--- config.mk ---
export PLATFORM = sky130hd
export DESIGN_NAME = gps_position_line_parser_core
export DESIGN_NICKNAME = d
export VERILOG_FILES = /design/src/rtl/core/gpsp_pkg.sv /design/src/rtl/core/gps_position_line_parser_core.sv /design/src/rtl/core/gpsp_front.sv /design/src/rtl/core/gpsp_queue.sv /design/src/rtl/core/gpsp_coord.sv /design/src/rtl/core/gpsp_back.sv
export SDC_FILE = /design/constraint.sdc
export NUM_CORES = 2
export LEC_CHECK = 0
export ABC_CLOCK_PERIOD_IN_PS = 20400
export BUFFER_PORTS_ARGS = -buffer_cell sky130_fd_sc_hd__buf_2
export CORE_MARGIN = 2
export CORE_UTILIZATION = 55
export DETAILED_ROUTE_END_ITERATION = 16
export PLACE_DENSITY = 0.68
export SYNTH_ARGS = -nofsm -noshare
export SYNTH_HDL_FRONTEND = slang
export SYNTH_HIERARCHICAL = 1
export SYNTH_SLANG_ARGS = --single-unit
--- constraint.sdc ---
create_clock -name clk -period 20.4 [get_ports clk]
set_input_delay 6.12 -clock clk [delete_from_list [all_inputs] [get_ports clk]]
set_output_delay 6.12 -clock clk [all_outputs]
set_load 0.005 [all_outputs]
--- src/rtl/core/gpsp_pkg.sv ---
// Shared types, constants and helper functions of the position line parser.
package gpsp_pkg;

    localparam int FRAC_DIGITS_DEF = 6;
    localparam int QUEUE_DEPTH_DEF = 4;

    localparam int INT_W   = 17;
    localparam int FRAC_W  = 20;
    localparam int CNT_W   = 3;
    localparam int ALT_W   = 21;
    localparam int MAG_W   = 35;
    localparam int LAT_W   = 31;
    localparam int LON_W   = 32;
    localparam int QUOT_W  = 11;

    localparam logic [INT_W-1:0] INT_CAP = 17'd131071;
    localparam logic [ALT_W-1:0] ALT_CAP = 21'd2000000;
    localparam logic [ALT_W-1:0] ALT_POS_MAX = 21'd1000000;
    localparam logic [ALT_W-1:0] ALT_NEG_MAX = 21'd100000;
    localparam logic [MAG_W-1:0] LAT_MAX = 35'd900000000;
    localparam logic [MAG_W-1:0] LON_MAX = 35'd1800000000;

    // floor(x / 100) = (x * M100) >> 24, exact for every 17-bit x
    localparam logic [17:0] M100 = 18'd167773;
    localparam int M100_SHIFT = 24;

    localparam logic [7:0] CH_SPACE = 8'h20;
    localparam logic [7:0] CH_COMMA = 8'h2C;
    localparam logic [7:0] CH_POINT = 8'h2E;
    localparam logic [7:0] CH_MINUS = 8'h2D;
    localparam logic [7:0] CH_PLUS  = 8'h2B;
    localparam logic [7:0] CH_ZERO  = 8'h30;
    localparam logic [7:0] CH_NINE  = 8'h39;
    localparam logic [7:0] CH_CR    = 8'h0D;
    localparam logic [7:0] CH_LF    = 8'h0A;
    localparam logic [7:0] CH_N     = 8'h4E;
    localparam logic [7:0] CH_S     = 8'h53;
    localparam logic [7:0] CH_E     = 8'h45;
    localparam logic [7:0] CH_W     = 8'h57;

    localparam logic [3:0] PREFIX_LAST = 4'd9;

    // Raw fields of one finished response, handed from parser to converter.
    typedef struct packed {
        logic              parse_ok;
        logic [INT_W-1:0]  lat_int;
        logic [FRAC_W-1:0] lat_frac;
        logic [CNT_W-1:0]  lat_cnt;
        logic              south;
        logic [INT_W-1:0]  lon_int;
        logic [FRAC_W-1:0] lon_frac;
        logic [CNT_W-1:0]  lon_cnt;
        logic              west;
        logic [ALT_W-1:0]  alt_mag;
        logic              alt_neg;
    } raw_fix_t;

    // Flags that ride alongside the conversion pipeline.
    typedef struct packed {
        logic             parse_ok;
        logic             south;
        logic             west;
        logic [ALT_W-1:0] alt;
    } side_t;

    function automatic logic [7:0] prefix_char(input logic [3:0] idx);
        logic [7:0] ch;
        case (idx)
            4'd0:    ch = 8'h2B; // +
            4'd1:    ch = 8'h43; // C
            4'd2:    ch = 8'h47; // G
            4'd3:    ch = 8'h50; // P
            4'd4:    ch = 8'h53; // S
            4'd5:    ch = 8'h49; // I
            4'd6:    ch = 8'h4E; // N
            4'd7:    ch = 8'h46; // F
            4'd8:    ch = 8'h4F; // O
            4'd9:    ch = 8'h3A; // :
            default: ch = 8'h2B;
        endcase
        return ch;
    endfunction

    function automatic logic [FRAC_W-1:0] pow10_small(input logic [CNT_W-1:0] n);
        logic [FRAC_W-1:0] p;
        case (n)
            3'd0:    p = 20'd1;
            3'd1:    p = 20'd10;
            3'd2:    p = 20'd100;
            3'd3:    p = 20'd1000;
            3'd4:    p = 20'd10000;
            3'd5:    p = 20'd100000;
            3'd6:    p = 20'd1000000;
            default: p = 20'd1;
        endcase
        return p;
    endfunction

    function automatic longint pow10_const(input int n);
        longint p;
        p = 1;
        for (int i = 0; i < n; i++)
        begin
            p = p * 10;
        end
        return p;
    endfunction

    // Euclid by repeated subtraction; only used on elaboration constants.
    function automatic longint gcd_const(input longint a, input longint b);
        longint x;
        longint y;
        longint t;
        x = a;
        y = b;
        while (y != 0)
        begin
            while (x >= y)
            begin
                x = x - y;
            end
            t = x;
            x = y;
            y = t;
        end
        return x;
    endfunction

endpackage

--- src/rtl/core/gps_position_line_parser_core.sv ---
// Position line parser top level: parser front, response queue, converter back.
//
// Input channel: one response byte per item (char_in), with end_of_response high
// on the last byte. One byte is taken per cycle while in_stall is low.
// Output channel: one item per response, emitted after its last byte: new_fix says
// whether this response gave an accepted position; have_fix and fix_lat / fix_lon
// / fix_alt show the held fix (zero until the first one).
// Order: a response's item reaches out_valid through the queue write, which shares
// the edge that accepts its last byte, then five conversion stages and the output
// register.
// Throughput: one byte per cycle while unstalled; back-to-back one-byte responses
// also run at one per cycle while unstalled, set by the fully pipelined converter.
// Reset: clears the parser, the queue, the pipeline and the held fix.
// Out stall: the output register and converter hold; finished responses collect
// in the queue (QUEUE_DEPTH entries) and in_stall rises only when it is full.
module gps_position_line_parser_core #(
    parameter int FRAC_DIGITS = gpsp_pkg::FRAC_DIGITS_DEF,
    parameter int QUEUE_DEPTH = gpsp_pkg::QUEUE_DEPTH_DEF
) (
    input  logic                              clk,
    input  logic                              rst_n,
    input  logic                              in_valid,
    output logic                              in_stall,
    input  logic [7:0]                        char_in,
    input  logic                              end_of_response,
    output logic                              out_valid,
    input  logic                              out_stall,
    output logic                              new_fix,
    output logic                              have_fix,
    output logic signed [gpsp_pkg::LAT_W-1:0] fix_lat,
    output logic signed [gpsp_pkg::LON_W-1:0] fix_lon,
    output logic signed [gpsp_pkg::ALT_W-1:0] fix_alt
);

    logic               accept;
    logic               push;
    logic               pop;
    logic               q_empty;
    logic               q_full;
    gpsp_pkg::raw_fix_t rec;
    gpsp_pkg::raw_fix_t head;

    // Hold the byte stream while no queue slot is free for a finished response.
    assign in_stall = q_full;
    assign accept   = in_valid && !in_stall;

    gpsp_front #(.FRAC_DIGITS(FRAC_DIGITS)) u_front (
        .clk             (clk),
        .rst_n           (rst_n),
        .accept          (accept),
        .char_in         (char_in),
        .end_of_response (end_of_response),
        .push            (push),
        .rec             (rec)
    );

    gpsp_queue #(.QUEUE_DEPTH(QUEUE_DEPTH)) u_queue (
        .clk       (clk),
        .rst_n     (rst_n),
        .push      (push),
        .push_data (rec),
        .pop       (pop),
        .head      (head),
        .empty     (q_empty),
        .full      (q_full)
    );

    gpsp_back #(.FRAC_DIGITS(FRAC_DIGITS)) u_back (
        .clk       (clk),
        .rst_n     (rst_n),
        .head      (head),
        .q_empty   (q_empty),
        .pop       (pop),
        .out_valid (out_valid),
        .out_stall (out_stall),
        .new_fix   (new_fix),
        .have_fix  (have_fix),
        .fix_lat   (fix_lat),
        .fix_lon   (fix_lon),
        .fix_alt   (fix_alt)
    );

endmodule

--- src/rtl/core/gpsp_front.sv ---
// Character parser: prefix search, field syntax checks and raw field capture.
module gpsp_front #(
    parameter int FRAC_DIGITS = gpsp_pkg::FRAC_DIGITS_DEF
) (
    input  logic               clk,
    input  logic               rst_n,
    input  logic               accept,
    input  logic [7:0]         char_in,
    input  logic               end_of_response,
    output logic               push,
    output gpsp_pkg::raw_fix_t rec
);

    typedef enum logic [3:0] {
        PH_SEARCH, PH_LAT, PH_NS, PH_NS_REST, PH_LON, PH_EW, PH_EW_REST,
        PH_DATE, PH_TIME, PH_ALT, PH_DONE
    } phase_t;

    localparam logic [gpsp_pkg::CNT_W-1:0] FD = gpsp_pkg::CNT_W'(FRAC_DIGITS);

    phase_t phase_reg, phase_next;
    logic [3:0] match_reg, match_next;
    logic failed_reg, failed_next;
    logic seen_digit_reg, seen_digit_next;
    logic seen_point_reg, seen_point_next;
    logic alt_neg_reg, alt_neg_next;
    logic [gpsp_pkg::INT_W-1:0] int_reg, int_next;
    logic [gpsp_pkg::FRAC_W-1:0] frac_reg, frac_next;
    logic [gpsp_pkg::CNT_W-1:0] fcnt_reg, fcnt_next;
    logic [gpsp_pkg::ALT_W-1:0] alt_reg, alt_next;
    logic [gpsp_pkg::INT_W-1:0] lat_int_reg, lat_int_next, lon_int_reg, lon_int_next;
    logic [gpsp_pkg::FRAC_W-1:0] lat_frac_reg, lat_frac_next, lon_frac_reg, lon_frac_next;
    logic [gpsp_pkg::CNT_W-1:0] lat_cnt_reg, lat_cnt_next, lon_cnt_reg, lon_cnt_next;
    logic south_reg, south_next, west_reg, west_next;

    logic       is_digit;
    logic [3:0] digit;
    logic       lead_ok;
    logic [20:0] int_prod;
    logic [23:0] frac_prod;
    logic [24:0] alt_prod;
    logic [21:0] alt_sum;

    always_comb
    begin
        is_digit  = (char_in >= gpsp_pkg::CH_ZERO) && (char_in <= gpsp_pkg::CH_NINE);
        digit     = 4'(char_in - gpsp_pkg::CH_ZERO);
        lead_ok   = !seen_digit_reg && !seen_point_reg && !alt_neg_reg;
        int_prod  = 21'(int_reg) * 21'd10 + 21'(digit);
        frac_prod = 24'(frac_reg) * 24'd10 + 24'(digit);
        alt_prod  = 25'(alt_reg) * 25'd10 + 25'(digit) * 25'd10;
        alt_sum   = 22'(alt_reg) + 22'(digit);

        phase_next      = phase_reg;
        match_next      = match_reg;
        failed_next     = failed_reg;
        seen_digit_next = seen_digit_reg;
        seen_point_next = seen_point_reg;
        alt_neg_next    = alt_neg_reg;
        int_next        = int_reg;
        frac_next       = frac_reg;
        fcnt_next       = fcnt_reg;
        alt_next        = alt_reg;
        lat_int_next    = lat_int_reg;
        lat_frac_next   = lat_frac_reg;
        lat_cnt_next    = lat_cnt_reg;
        lon_int_next    = lon_int_reg;
        lon_frac_next   = lon_frac_reg;
        lon_cnt_next    = lon_cnt_reg;
        south_next      = south_reg;
        west_next       = west_reg;

        if (!failed_reg)
        begin
            case (phase_reg)
                PH_SEARCH:
                begin
                    if (char_in == gpsp_pkg::prefix_char(match_reg))
                    begin
                        match_next = match_reg + 4'd1;
                        if (match_reg == gpsp_pkg::PREFIX_LAST)
                        begin
                            phase_next = PH_LAT;
                        end
                    end
                    else
                    begin
                        match_next = (char_in == gpsp_pkg::CH_PLUS) ? 4'd1 : 4'd0;
                    end
                end
                PH_LAT, PH_LON:
                begin
                    if (char_in == gpsp_pkg::CH_SPACE && lead_ok)
                    begin
                        // leading blank: skip
                    end
                    else if (is_digit)
                    begin
                        seen_digit_next = 1'b1;
                        if (!seen_point_reg)
                        begin
                            int_next = (int_prod > 21'(gpsp_pkg::INT_CAP)) ?
                                       gpsp_pkg::INT_CAP : int_prod[gpsp_pkg::INT_W-1:0];
                        end
                        else if (fcnt_reg < FD)
                        begin
                            frac_next = frac_prod[gpsp_pkg::FRAC_W-1:0];
                            fcnt_next = fcnt_reg + 3'd1;
                        end
                    end
                    else if (char_in == gpsp_pkg::CH_POINT)
                    begin
                        if (seen_point_reg)
                        begin
                            failed_next = 1'b1;
                        end
                        else
                        begin
                            seen_point_next = 1'b1;
                        end
                    end
                    else if (char_in == gpsp_pkg::CH_COMMA && seen_digit_reg)
                    begin
                        if (phase_reg == PH_LAT)
                        begin
                            lat_int_next  = int_reg;
                            lat_frac_next = frac_reg;
                            lat_cnt_next  = fcnt_reg;
                            phase_next    = PH_NS;
                        end
                        else
                        begin
                            lon_int_next  = int_reg;
                            lon_frac_next = frac_reg;
                            lon_cnt_next  = fcnt_reg;
                            phase_next    = PH_EW;
                        end
                        seen_digit_next = 1'b0;
                        seen_point_next = 1'b0;
                        int_next        = '0;
                        frac_next       = '0;
                        fcnt_next       = '0;
                    end
                    else
                    begin
                        failed_next = 1'b1;
                    end
                end
                PH_NS:
                begin
                    if (char_in == gpsp_pkg::CH_N || char_in == gpsp_pkg::CH_S)
                    begin
                        south_next = (char_in == gpsp_pkg::CH_S);
                        phase_next = PH_NS_REST;
                    end
                    else
                    begin
                        failed_next = 1'b1;
                    end
                end
                PH_EW:
                begin
                    if (char_in == gpsp_pkg::CH_E || char_in == gpsp_pkg::CH_W)
                    begin
                        west_next  = (char_in == gpsp_pkg::CH_W);
                        phase_next = PH_EW_REST;
                    end
                    else
                    begin
                        failed_next = 1'b1;
                    end
                end
                PH_NS_REST:
                begin
                    if (char_in == gpsp_pkg::CH_COMMA) phase_next = PH_LON;
                end
                PH_EW_REST:
                begin
                    if (char_in == gpsp_pkg::CH_COMMA) phase_next = PH_DATE;
                end
                PH_DATE:
                begin
                    if (char_in == gpsp_pkg::CH_COMMA) phase_next = PH_TIME;
                end
                PH_TIME:
                begin
                    if (char_in == gpsp_pkg::CH_COMMA)
                    begin
                        phase_next      = PH_ALT;
                        seen_digit_next = 1'b0;
                        seen_point_next = 1'b0;
                        alt_neg_next    = 1'b0;
                        fcnt_next       = '0;
                        alt_next        = '0;
                    end
                end
                PH_ALT:
                begin
                    if (char_in == gpsp_pkg::CH_SPACE && lead_ok)
                    begin
                        // leading blank: skip
                    end
                    else if (char_in == gpsp_pkg::CH_MINUS && lead_ok)
                    begin
                        alt_neg_next = 1'b1;
                    end
                    else if (is_digit)
                    begin
                        seen_digit_next = 1'b1;
                        if (!seen_point_reg)
                        begin
                            alt_next = (alt_prod > 25'(gpsp_pkg::ALT_CAP)) ?
                                       gpsp_pkg::ALT_CAP : alt_prod[gpsp_pkg::ALT_W-1:0];
                        end
                        else if (fcnt_reg == '0)
                        begin
                            alt_next = (alt_sum > 22'(gpsp_pkg::ALT_CAP)) ?
                                       gpsp_pkg::ALT_CAP : alt_sum[gpsp_pkg::ALT_W-1:0];
                            fcnt_next = 3'd1;
                        end
                    end
                    else if (char_in == gpsp_pkg::CH_POINT)
                    begin
                        if (seen_point_reg)
                        begin
                            failed_next = 1'b1;
                        end
                        else
                        begin
                            seen_point_next = 1'b1;
                        end
                    end
                    else if ((char_in == gpsp_pkg::CH_COMMA || char_in == gpsp_pkg::CH_CR ||
                              char_in == gpsp_pkg::CH_LF) && seen_digit_reg)
                    begin
                        phase_next = PH_DONE;
                    end
                    else
                    begin
                        failed_next = 1'b1;
                    end
                end
                default:
                begin
                end
            endcase
        end
    end

    always_comb
    begin
        push         = accept && end_of_response;
        rec.parse_ok = !failed_next &&
                       (phase_next == PH_DONE || (phase_next == PH_ALT && seen_digit_next));
        rec.lat_int  = lat_int_next;
        rec.lat_frac = lat_frac_next;
        rec.lat_cnt  = lat_cnt_next;
        rec.south    = south_next;
        rec.lon_int  = lon_int_next;
        rec.lon_frac = lon_frac_next;
        rec.lon_cnt  = lon_cnt_next;
        rec.west     = west_next;
        rec.alt_mag  = alt_next;
        rec.alt_neg  = alt_neg_next;
    end

    always_ff @(posedge clk or negedge rst_n)
    begin
        if (!rst_n)
        begin
            phase_reg      <= PH_SEARCH;
            match_reg      <= '0;
            failed_reg     <= 1'b0;
            seen_digit_reg <= 1'b0;
            seen_point_reg <= 1'b0;
            alt_neg_reg    <= 1'b0;
            int_reg        <= '0;
            frac_reg       <= '0;
            fcnt_reg       <= '0;
            alt_reg        <= '0;
            lat_int_reg    <= '0;
            lat_frac_reg   <= '0;
            lat_cnt_reg    <= '0;
            lon_int_reg    <= '0;
            lon_frac_reg   <= '0;
            lon_cnt_reg    <= '0;
            south_reg      <= 1'b0;
            west_reg       <= 1'b0;
        end
        else if (accept && end_of_response)
        begin
            // response closed: start the next one from a clean parse
            phase_reg      <= PH_SEARCH;
            match_reg      <= '0;
            failed_reg     <= 1'b0;
            seen_digit_reg <= 1'b0;
            seen_point_reg <= 1'b0;
            alt_neg_reg    <= 1'b0;
            int_reg        <= '0;
            frac_reg       <= '0;
            fcnt_reg       <= '0;
            alt_reg        <= '0;
            lat_int_reg    <= '0;
            lat_frac_reg   <= '0;
            lat_cnt_reg    <= '0;
            lon_int_reg    <= '0;
            lon_frac_reg   <= '0;
            lon_cnt_reg    <= '0;
            south_reg      <= 1'b0;
            west_reg       <= 1'b0;
        end
        else if (accept)
        begin
            phase_reg      <= phase_next;
            match_reg      <= match_next;
            failed_reg     <= failed_next;
            seen_digit_reg <= seen_digit_next;
            seen_point_reg <= seen_point_next;
            alt_neg_reg    <= alt_neg_next;
            int_reg        <= int_next;
            frac_reg       <= frac_next;
            fcnt_reg       <= fcnt_next;
            alt_reg        <= alt_next;
            lat_int_reg    <= lat_int_next;
            lat_frac_reg   <= lat_frac_next;
            lat_cnt_reg    <= lat_cnt_next;
            lon_int_reg    <= lon_int_next;
            lon_frac_reg   <= lon_frac_next;
            lon_cnt_reg    <= lon_cnt_next;
            south_reg      <= south_next;
            west_reg       <= west_next;
        end
    end

endmodule

--- src/rtl/core/gpsp_queue.sv ---
// Short queue of finished responses between parser and converter.
module gpsp_queue #(
    parameter int QUEUE_DEPTH = gpsp_pkg::QUEUE_DEPTH_DEF
) (
    input  logic               clk,
    input  logic               rst_n,
    input  logic               push,
    input  gpsp_pkg::raw_fix_t push_data,
    input  logic               pop,
    output gpsp_pkg::raw_fix_t head,
    output logic               empty,
    output logic               full
);

    localparam int PTR_W = (QUEUE_DEPTH > 1) ? $clog2(QUEUE_DEPTH) : 1;
    localparam int CNT_W = $clog2(QUEUE_DEPTH + 1);
    localparam logic [PTR_W-1:0] LAST = PTR_W'(QUEUE_DEPTH - 1);

    gpsp_pkg::raw_fix_t slot_reg [QUEUE_DEPTH];
    logic [PTR_W-1:0] wr_reg, wr_next, rd_reg, rd_next;
    logic [CNT_W-1:0] cnt_reg, cnt_next;
    logic do_push, do_pop;

    always_comb
    begin
        empty   = (cnt_reg == '0);
        full    = (cnt_reg == CNT_W'(QUEUE_DEPTH));
        do_push = push && !full;
        do_pop  = pop && !empty;
        head    = slot_reg[rd_reg];
        wr_next = do_push ? ((wr_reg == LAST) ? '0 : wr_reg + 1'b1) : wr_reg;
        rd_next = do_pop ? ((rd_reg == LAST) ? '0 : rd_reg + 1'b1) : rd_reg;
        cnt_next = cnt_reg + CNT_W'(do_push) - CNT_W'(do_pop);
    end

    always_ff @(posedge clk)
    begin
        if (do_push)
        begin
            slot_reg[wr_reg] <= push_data;
        end
    end

    always_ff @(posedge clk or negedge rst_n)
    begin
        if (!rst_n)
        begin
            wr_reg  <= '0;
            rd_reg  <= '0;
            cnt_reg <= '0;
        end
        else
        begin
            wr_reg  <= wr_next;
            rd_reg  <= rd_next;
            cnt_reg <= cnt_next;
        end
    end

endmodule

--- src/rtl/core/gpsp_coord.sv ---
// Five-stage pipeline turning ddmm.frac into a 1e-7 degree magnitude.
module gpsp_coord #(
    parameter int FRAC_DIGITS = gpsp_pkg::FRAC_DIGITS_DEF
) (
    input  logic                               clk,
    input  logic                               advance,
    input  logic [gpsp_pkg::INT_W-1:0]         ip,
    input  logic [gpsp_pkg::FRAC_W-1:0]        fp,
    input  logic [gpsp_pkg::CNT_W-1:0]         cnt,
    output logic [gpsp_pkg::MAG_W-1:0]         mag
);

    // minutes/60 scaled to 1e-7 deg reduces to floor(mins * K / D)
    localparam longint KR = gpsp_pkg::pow10_const(7 - FRAC_DIGITS);
    localparam longint G  = gpsp_pkg::gcd_const(KR, 60);
    localparam longint K  = KR / G;
    localparam longint D  = 60 / G;
    localparam longint RK = 10000000 / G;
    localparam longint MD = ((64'd1 << 32) + D - 1) / D;
    localparam logic [gpsp_pkg::CNT_W-1:0] FD = gpsp_pkg::CNT_W'(FRAC_DIGITS);

    logic [34:0] q_prod;
    logic [39:0] f_prod;
    logic [gpsp_pkg::CNT_W-1:0] sh;
    logic [58:0] d_prod;

    logic [gpsp_pkg::QUOT_W-1:0] q1_reg, q2_reg, q3_reg;
    logic [gpsp_pkg::INT_W-1:0]  ip1_reg;
    logic [gpsp_pkg::FRAC_W-1:0] f1_reg;
    logic [6:0]                  rem2_reg;
    logic [26:0]                 fk2_reg;
    logic [26:0]                 x3_reg;
    logic [24:0]                 frac4_reg;
    logic [gpsp_pkg::MAG_W-1:0]  deg4_reg, mag5_reg;

    always_comb
    begin
        sh     = (cnt > FD) ? '0 : FD - cnt;
        q_prod = 35'(ip) * 35'(gpsp_pkg::M100);
        f_prod = 40'(fp) * 40'(gpsp_pkg::pow10_small(sh));
        d_prod = 59'(x3_reg) * 59'(MD);
        mag    = mag5_reg;
    end

    always_ff @(posedge clk)
    begin
        if (advance)
        begin
            q1_reg    <= q_prod[gpsp_pkg::M100_SHIFT +: gpsp_pkg::QUOT_W];
            ip1_reg   <= ip;
            f1_reg    <= f_prod[gpsp_pkg::FRAC_W-1:0];
            rem2_reg  <= 7'(ip1_reg - 17'(q1_reg) * 17'd100);
            fk2_reg   <= 27'(27'(f1_reg) * 27'(K));
            q2_reg    <= q1_reg;
            x3_reg    <= 27'(27'(rem2_reg) * 27'(RK)) + fk2_reg;
            q3_reg    <= q2_reg;
            frac4_reg <= d_prod[56:32];
            deg4_reg  <= 35'(q3_reg) * 35'd10000000;
            mag5_reg  <= deg4_reg + 35'(frac4_reg);
        end
    end

endmodule

--- src/rtl/core/gpsp_back.sv ---
// Converter side: coordinate pipelines, range checks, held fix and output register.
module gpsp_back #(
    parameter int FRAC_DIGITS = gpsp_pkg::FRAC_DIGITS_DEF
) (
    input  logic                            clk,
    input  logic                            rst_n,
    input  gpsp_pkg::raw_fix_t              head,
    input  logic                            q_empty,
    output logic                            pop,
    output logic                            out_valid,
    input  logic                            out_stall,
    output logic                            new_fix,
    output logic                            have_fix,
    output logic signed [gpsp_pkg::LAT_W-1:0] fix_lat,
    output logic signed [gpsp_pkg::LON_W-1:0] fix_lon,
    output logic signed [gpsp_pkg::ALT_W-1:0] fix_alt
);

    localparam int STAGES = 5;

    logic advance;
    logic [STAGES-1:0] vld_reg;
    gpsp_pkg::side_t side_reg [STAGES];
    gpsp_pkg::side_t side_in;
    logic [gpsp_pkg::MAG_W-1:0] lat_mag, lon_mag;
    logic commit;
    logic out_valid_reg, new_fix_reg, held_valid_reg;
    logic [gpsp_pkg::LAT_W-1:0] held_lat_reg;
    logic [gpsp_pkg::LON_W-1:0] held_lon_reg;
    logic [gpsp_pkg::ALT_W-1:0] held_alt_reg, alt_sat;

    gpsp_coord #(.FRAC_DIGITS(FRAC_DIGITS)) u_lat (
        .clk     (clk),
        .advance (advance),
        .ip      (head.lat_int),
        .fp      (head.lat_frac),
        .cnt     (head.lat_cnt),
        .mag     (lat_mag)
    );

    gpsp_coord #(.FRAC_DIGITS(FRAC_DIGITS)) u_lon (
        .clk     (clk),
        .advance (advance),
        .ip      (head.lon_int),
        .fp      (head.lon_frac),
        .cnt     (head.lon_cnt),
        .mag     (lon_mag)
    );

    always_comb
    begin
        advance = !out_valid_reg || !out_stall;
        pop     = advance && !q_empty;
        if (head.alt_neg)
        begin
            alt_sat = (head.alt_mag > gpsp_pkg::ALT_NEG_MAX) ? gpsp_pkg::ALT_NEG_MAX
                                                            : head.alt_mag;
            alt_sat = -alt_sat;
        end
        else
        begin
            alt_sat = (head.alt_mag > gpsp_pkg::ALT_POS_MAX) ? gpsp_pkg::ALT_POS_MAX
                                                            : head.alt_mag;
        end
        side_in.parse_ok = head.parse_ok;
        side_in.south    = head.south;
        side_in.west     = head.west;
        side_in.alt      = alt_sat;
        commit = vld_reg[STAGES-1] && side_reg[STAGES-1].parse_ok &&
                 !(lat_mag == '0 && lon_mag == '0) &&
                 (lat_mag <= gpsp_pkg::LAT_MAX) && (lon_mag <= gpsp_pkg::LON_MAX);
        out_valid = out_valid_reg;
        new_fix   = new_fix_reg;
        have_fix  = held_valid_reg;
        fix_lat   = held_lat_reg;
        fix_lon   = held_lon_reg;
        fix_alt   = held_alt_reg;
    end

    always_ff @(posedge clk)
    begin
        if (advance)
        begin
            side_reg[0] <= side_in;
            for (int i = 1; i < STAGES; i++)
            begin
                side_reg[i] <= side_reg[i-1];
            end
        end
    end

    always_ff @(posedge clk or negedge rst_n)
    begin
        if (!rst_n)
        begin
            vld_reg        <= '0;
            out_valid_reg  <= 1'b0;
            new_fix_reg    <= 1'b0;
            held_valid_reg <= 1'b0;
            held_lat_reg   <= '0;
            held_lon_reg   <= '0;
            held_alt_reg   <= '0;
        end
        else if (advance)
        begin
            vld_reg       <= {vld_reg[STAGES-2:0], !q_empty};
            out_valid_reg <= vld_reg[STAGES-1];
            new_fix_reg   <= commit;
            if (commit)
            begin
                // replace the held fix with this response's position
                held_valid_reg <= 1'b1;
                held_lat_reg   <= side_reg[STAGES-1].south ?
                                  -lat_mag[gpsp_pkg::LAT_W-1:0] : lat_mag[gpsp_pkg::LAT_W-1:0];
                held_lon_reg   <= side_reg[STAGES-1].west ?
                                  -lon_mag[gpsp_pkg::LON_W-1:0] : lon_mag[gpsp_pkg::LON_W-1:0];
                held_alt_reg   <= side_reg[STAGES-1].alt;
            end
        end
    end

endmodule

==> results_dict.tcl <==
set metrics [dict create \
    die_y_microns 439 \
    rsz0062_at_grt "false" \
    gr-total-overflow 0 \
    place_congestion 0.922 \
    maxSlewViolCount 0 \
    synth_edf_count 944 \
    layout_min_cycle_time_ns 10.36 \
    r2r_setup_slack_ns 10.99 \
    nets 11300 \
    tightest_slew_ns 1.38 \
    cts.clk_slew.worst_paths_ns 0.06 \
    syn_nets 11300 \
    clockRootBuffer "clkbuf_16" \
    violations "DRC" \
    synth_mux_area_share_pct 4.47 \
    drt-wirelength-per-cell_microns 19.4 \
    vias 65300 \
    largest_register_ffs 420 \
    postRouteAntennaNets 0 \
    synth_area_per_cell_sq_um 11.6 \
    first_pass_iters 12 \
    setup-violations-final 0 \
    ys_ff_latch 1198 \
    numCtsBuffers 132 \
    area_growth_syn_to_layout_pct 7.35 \
    synth_top_family_by_area "adder cells" \
    crit_path_end_kind "flip-flop" \
    synth-async-reset-ratio_pct 21.2 \
    hpwlAfterDp_mm 175 \
    port_buffers 100 \
    fill_cells 15200 \
    holdCritPathClass "reg -> reg" \
    synth_xor_area_share_pct 3.92 \
    crit_type "in -> reg" \
    grt_max_degree 155 \
    cts.sinks 1198 \
    max_freq_mhz 96.5 \
    period_share_pct 50.8 \
    maxCapViolations 0 \
    ys.warnings.count 6 \
    drive_gt1_share_pct 8.69 \
    avgViaCountPerCell 5.62 \
    dieArea_sq_mm 0.192 \
    setup_tns_ns 0 \
    clockBufferDepth 3 \
    drtIter0Drc 4080 \
    synth_ff_type "edfxtp_1" \
    ios 101 \
    outcome "finished, violations left" \
    grt_pass1_wl_mm 366 \
    cts_tree "yes" \
    slew-limit-headroom_pct 7.07 \
    rows 159 \
    fin_skew_ns 0.0442 \
    synthCells 8932 \
    required_ns 20.91 \
    initial_core_util_pct 55.3 \
    synth_fa_ha_area_share_pct 35.1 \
    drc 32 \
    cts_setup_buffers 0 \
    crit_arrival_ns 10.87 \
    synth_area_sq_mm 0.104 \
    synth_cell_types 127 \
    hold_buffers 0 \
    core_area_sq_mm 0.188 \
    worstSetupStartpointType "primary input" \
    antenna_found_initial 4 \
    timing_hold_violations_final 0 \
    cts_resized 0 \
    synth-compound-area-share_pct 8.53 \
    die_w_microns 439 \
    synth-simple-area-share_pct 7.92 \
    h-tree-depth 4 \
    grt_pass1_vias 68300 \
    clkLatencyLatePin_ns 0.80 \
    grt_use_total_pct 23.9 \
    ys_seq_area_share_pct 33.4 \
    wl_mm 225 \
    crit_fanout 14 \
]
critical path, cell delays in order:
cell	delay [ns]
buf_2	0.23
ha_1	0.34
ha_1	0.17
inv_1	0.06
fa_1	0.40
xnor2_1	0.13
ha_1	0.36
o21a_1	0.18
o21a_1	0.12
o22ai_1	0.17
nor3_2	0.44
nor2_1	0.16
a22o_1	0.25
o32ai_1	0.57
a211oi_4	0.26
o41ai_1	0.66
a21oi_1	0.25
stage by stage:
step / hold WS, ns / utilization, % / worst slack, ns / instance area (sq um) / instances
global placement: 0.401 / 57.0 / 9.27 / 107000 / 11400
detailed placement: 0.405 / 57.0 / 9.29 / 107000 / 11400
finish: 0.394 / 59.4 / 10.04 / 112000 / 11600
global route: 0.401 / 59.4 / 9.86 / 112000 / 11600
CTS: 0.394 / 59.4 / 10.14 / 112000 / 11600
floorplan: 0.400 / - / 0.382 / 104000 / 8932
cell usage after synthesis (21+ instances only):
library cell / n / area (sq um)
a211oi_1: 35 / 263
a21o_1: 132 / 991
a21oi_1: 273 / 1370
a221o_1: 30 / 300
a22o_1: 95 / 832
a31oi_1: 42 / 263
and2_1: 176 / 1100
and3_1: 97 / 607
buf_2: 40 / 200
clkbuf_1: 144 / 541
dfrtp_1: 254 / 6360
edfxtp_1: 944 / 28300
fa_1: 980 / 19600
ha_1: 1344 / 16800
inv_1: 1612 / 6050
mux2_2: 131 / 1480
mux2_4: 39 / 586
mux4_2: 105 / 2360
nand2_1: 406 / 1520
nand2b_1: 53 / 332
nand3_1: 116 / 581
nand4_1: 49 / 307
nor2_1: 267 / 1000
nor2b_1: 76 / 475
nor3_1: 113 / 566
nor4_1: 38 / 238
o21a_1: 54 / 405
o21ai_0: 190 / 951
o21ai_1: 40 / 200
o21bai_1: 21 / 158
o31ai_1: 66 / 495
or2_2: 41 / 257
or3_1: 43 / 269
xnor2_1: 350 / 3070
xor2_1: 109 / 955
metal layers:
metal	GRT usage, %	vias up	share of wire (%)
met5	0	-	0
met4	6.80	0	2.7
met3	3.65	293	4.9
met2	39.2	1466	47
met1	33.0	32700	45
li1	-	30900	-
area by class of cell:
| type | instances | area (sq um) | share of cell area [%] |
|---|---|---|---|
| antenna | 5 | 12.5 | 0.0112 |
| clock buffer | 171 | 3560 | 3.19 |
| clock inverter | 73 | 970 | 0.869 |
| inverter | 1614 | 6060 | 5.43 |
| multi-input combinational | 5915 | 62300 | 55.8 |
| sequential | 1198 | 34700 | 31.1 |
| tap | 2495 | 3120 | 2.80 |
| timing repair buffer | 144 | 853 | 0.765 |
placed cells by master, fill, tap and decap left out, drive strengths merged, types with 22 or more instances in the layout:
| cell type | instances |
|---|---|
| inv | 1623 |
| ha | 1344 |
| fa | 980 |
| edfxtp | 944 |
| nand2 | 407 |
| xnor2 | 352 |
| a21oi | 289 |
| nor2 | 267 |
| dfrtp | 254 |
| o21ai | 235 |
| and2 | 176 |
| mux2 | 174 |
| clkbuf | 171 |
| buf | 144 |
| a21o | 132 |
| nor3 | 119 |
| nand3 | 116 |
| xor2 | 109 |
| mux4 | 105 |
| and3 | 97 |
| a22o | 95 |
| nor2b | 77 |
| o31ai | 70 |
| o21a | 55 |
| nand2b | 54 |
| clkinv | 50 |
| nand4 | 49 |
| or2 | 47 |
| nor4 | 47 |
| or3 | 43 |
| a211oi | 43 |
| a31oi | 42 |
| a221o | 30 |
| o21bai | 22 |
| a21boi | 22 |
path summary, 6_finish.rpt:
check                                                   from                                  to  depth (start not counted)
hold / removal             u_back/u_lon/f1_reg[19]$_DFFE_PP_  u_back/u_lon/fk2_reg[19]$_DFFE_PP_                          0
setup reg to reg               u_queue/rd_reg[1]$_DFFE_PN0P_   u_back/u_lat/f1_reg[19]$_DFFE_PP_                         28
setup / recovery                                  char_in[1]   u_queue/slot_reg[0][11]$_DFFE_PP_                         17
hold reg to reg            u_back/u_lon/f1_reg[19]$_DFFE_PP_  u_back/u_lon/fk2_reg[19]$_DFFE_PP_                          0
max in group asynchronous                              rst_n     u_front/alt_reg[13]$_DFFE_PN0N_                          3
min in group asynchronous                              rst_n       u_back/fix_lat[3]$_DFFE_PN0P_                          1
kinds of logic (layout without fill, tap and decap cells):
family	count (synthesis)	after routing
mux	296	296
compound gates	1252	1252
xor+xnor	462	462
other cells	0	5
buf+inv	1819	2002
flops	1198	1198
fa+ha+maj	2324	2324
simple gates	1581	1581
Power is left out: the tool's default activity adds up to more than one toggle a clock period on the data nets, which glitch-free logic cannot reach.
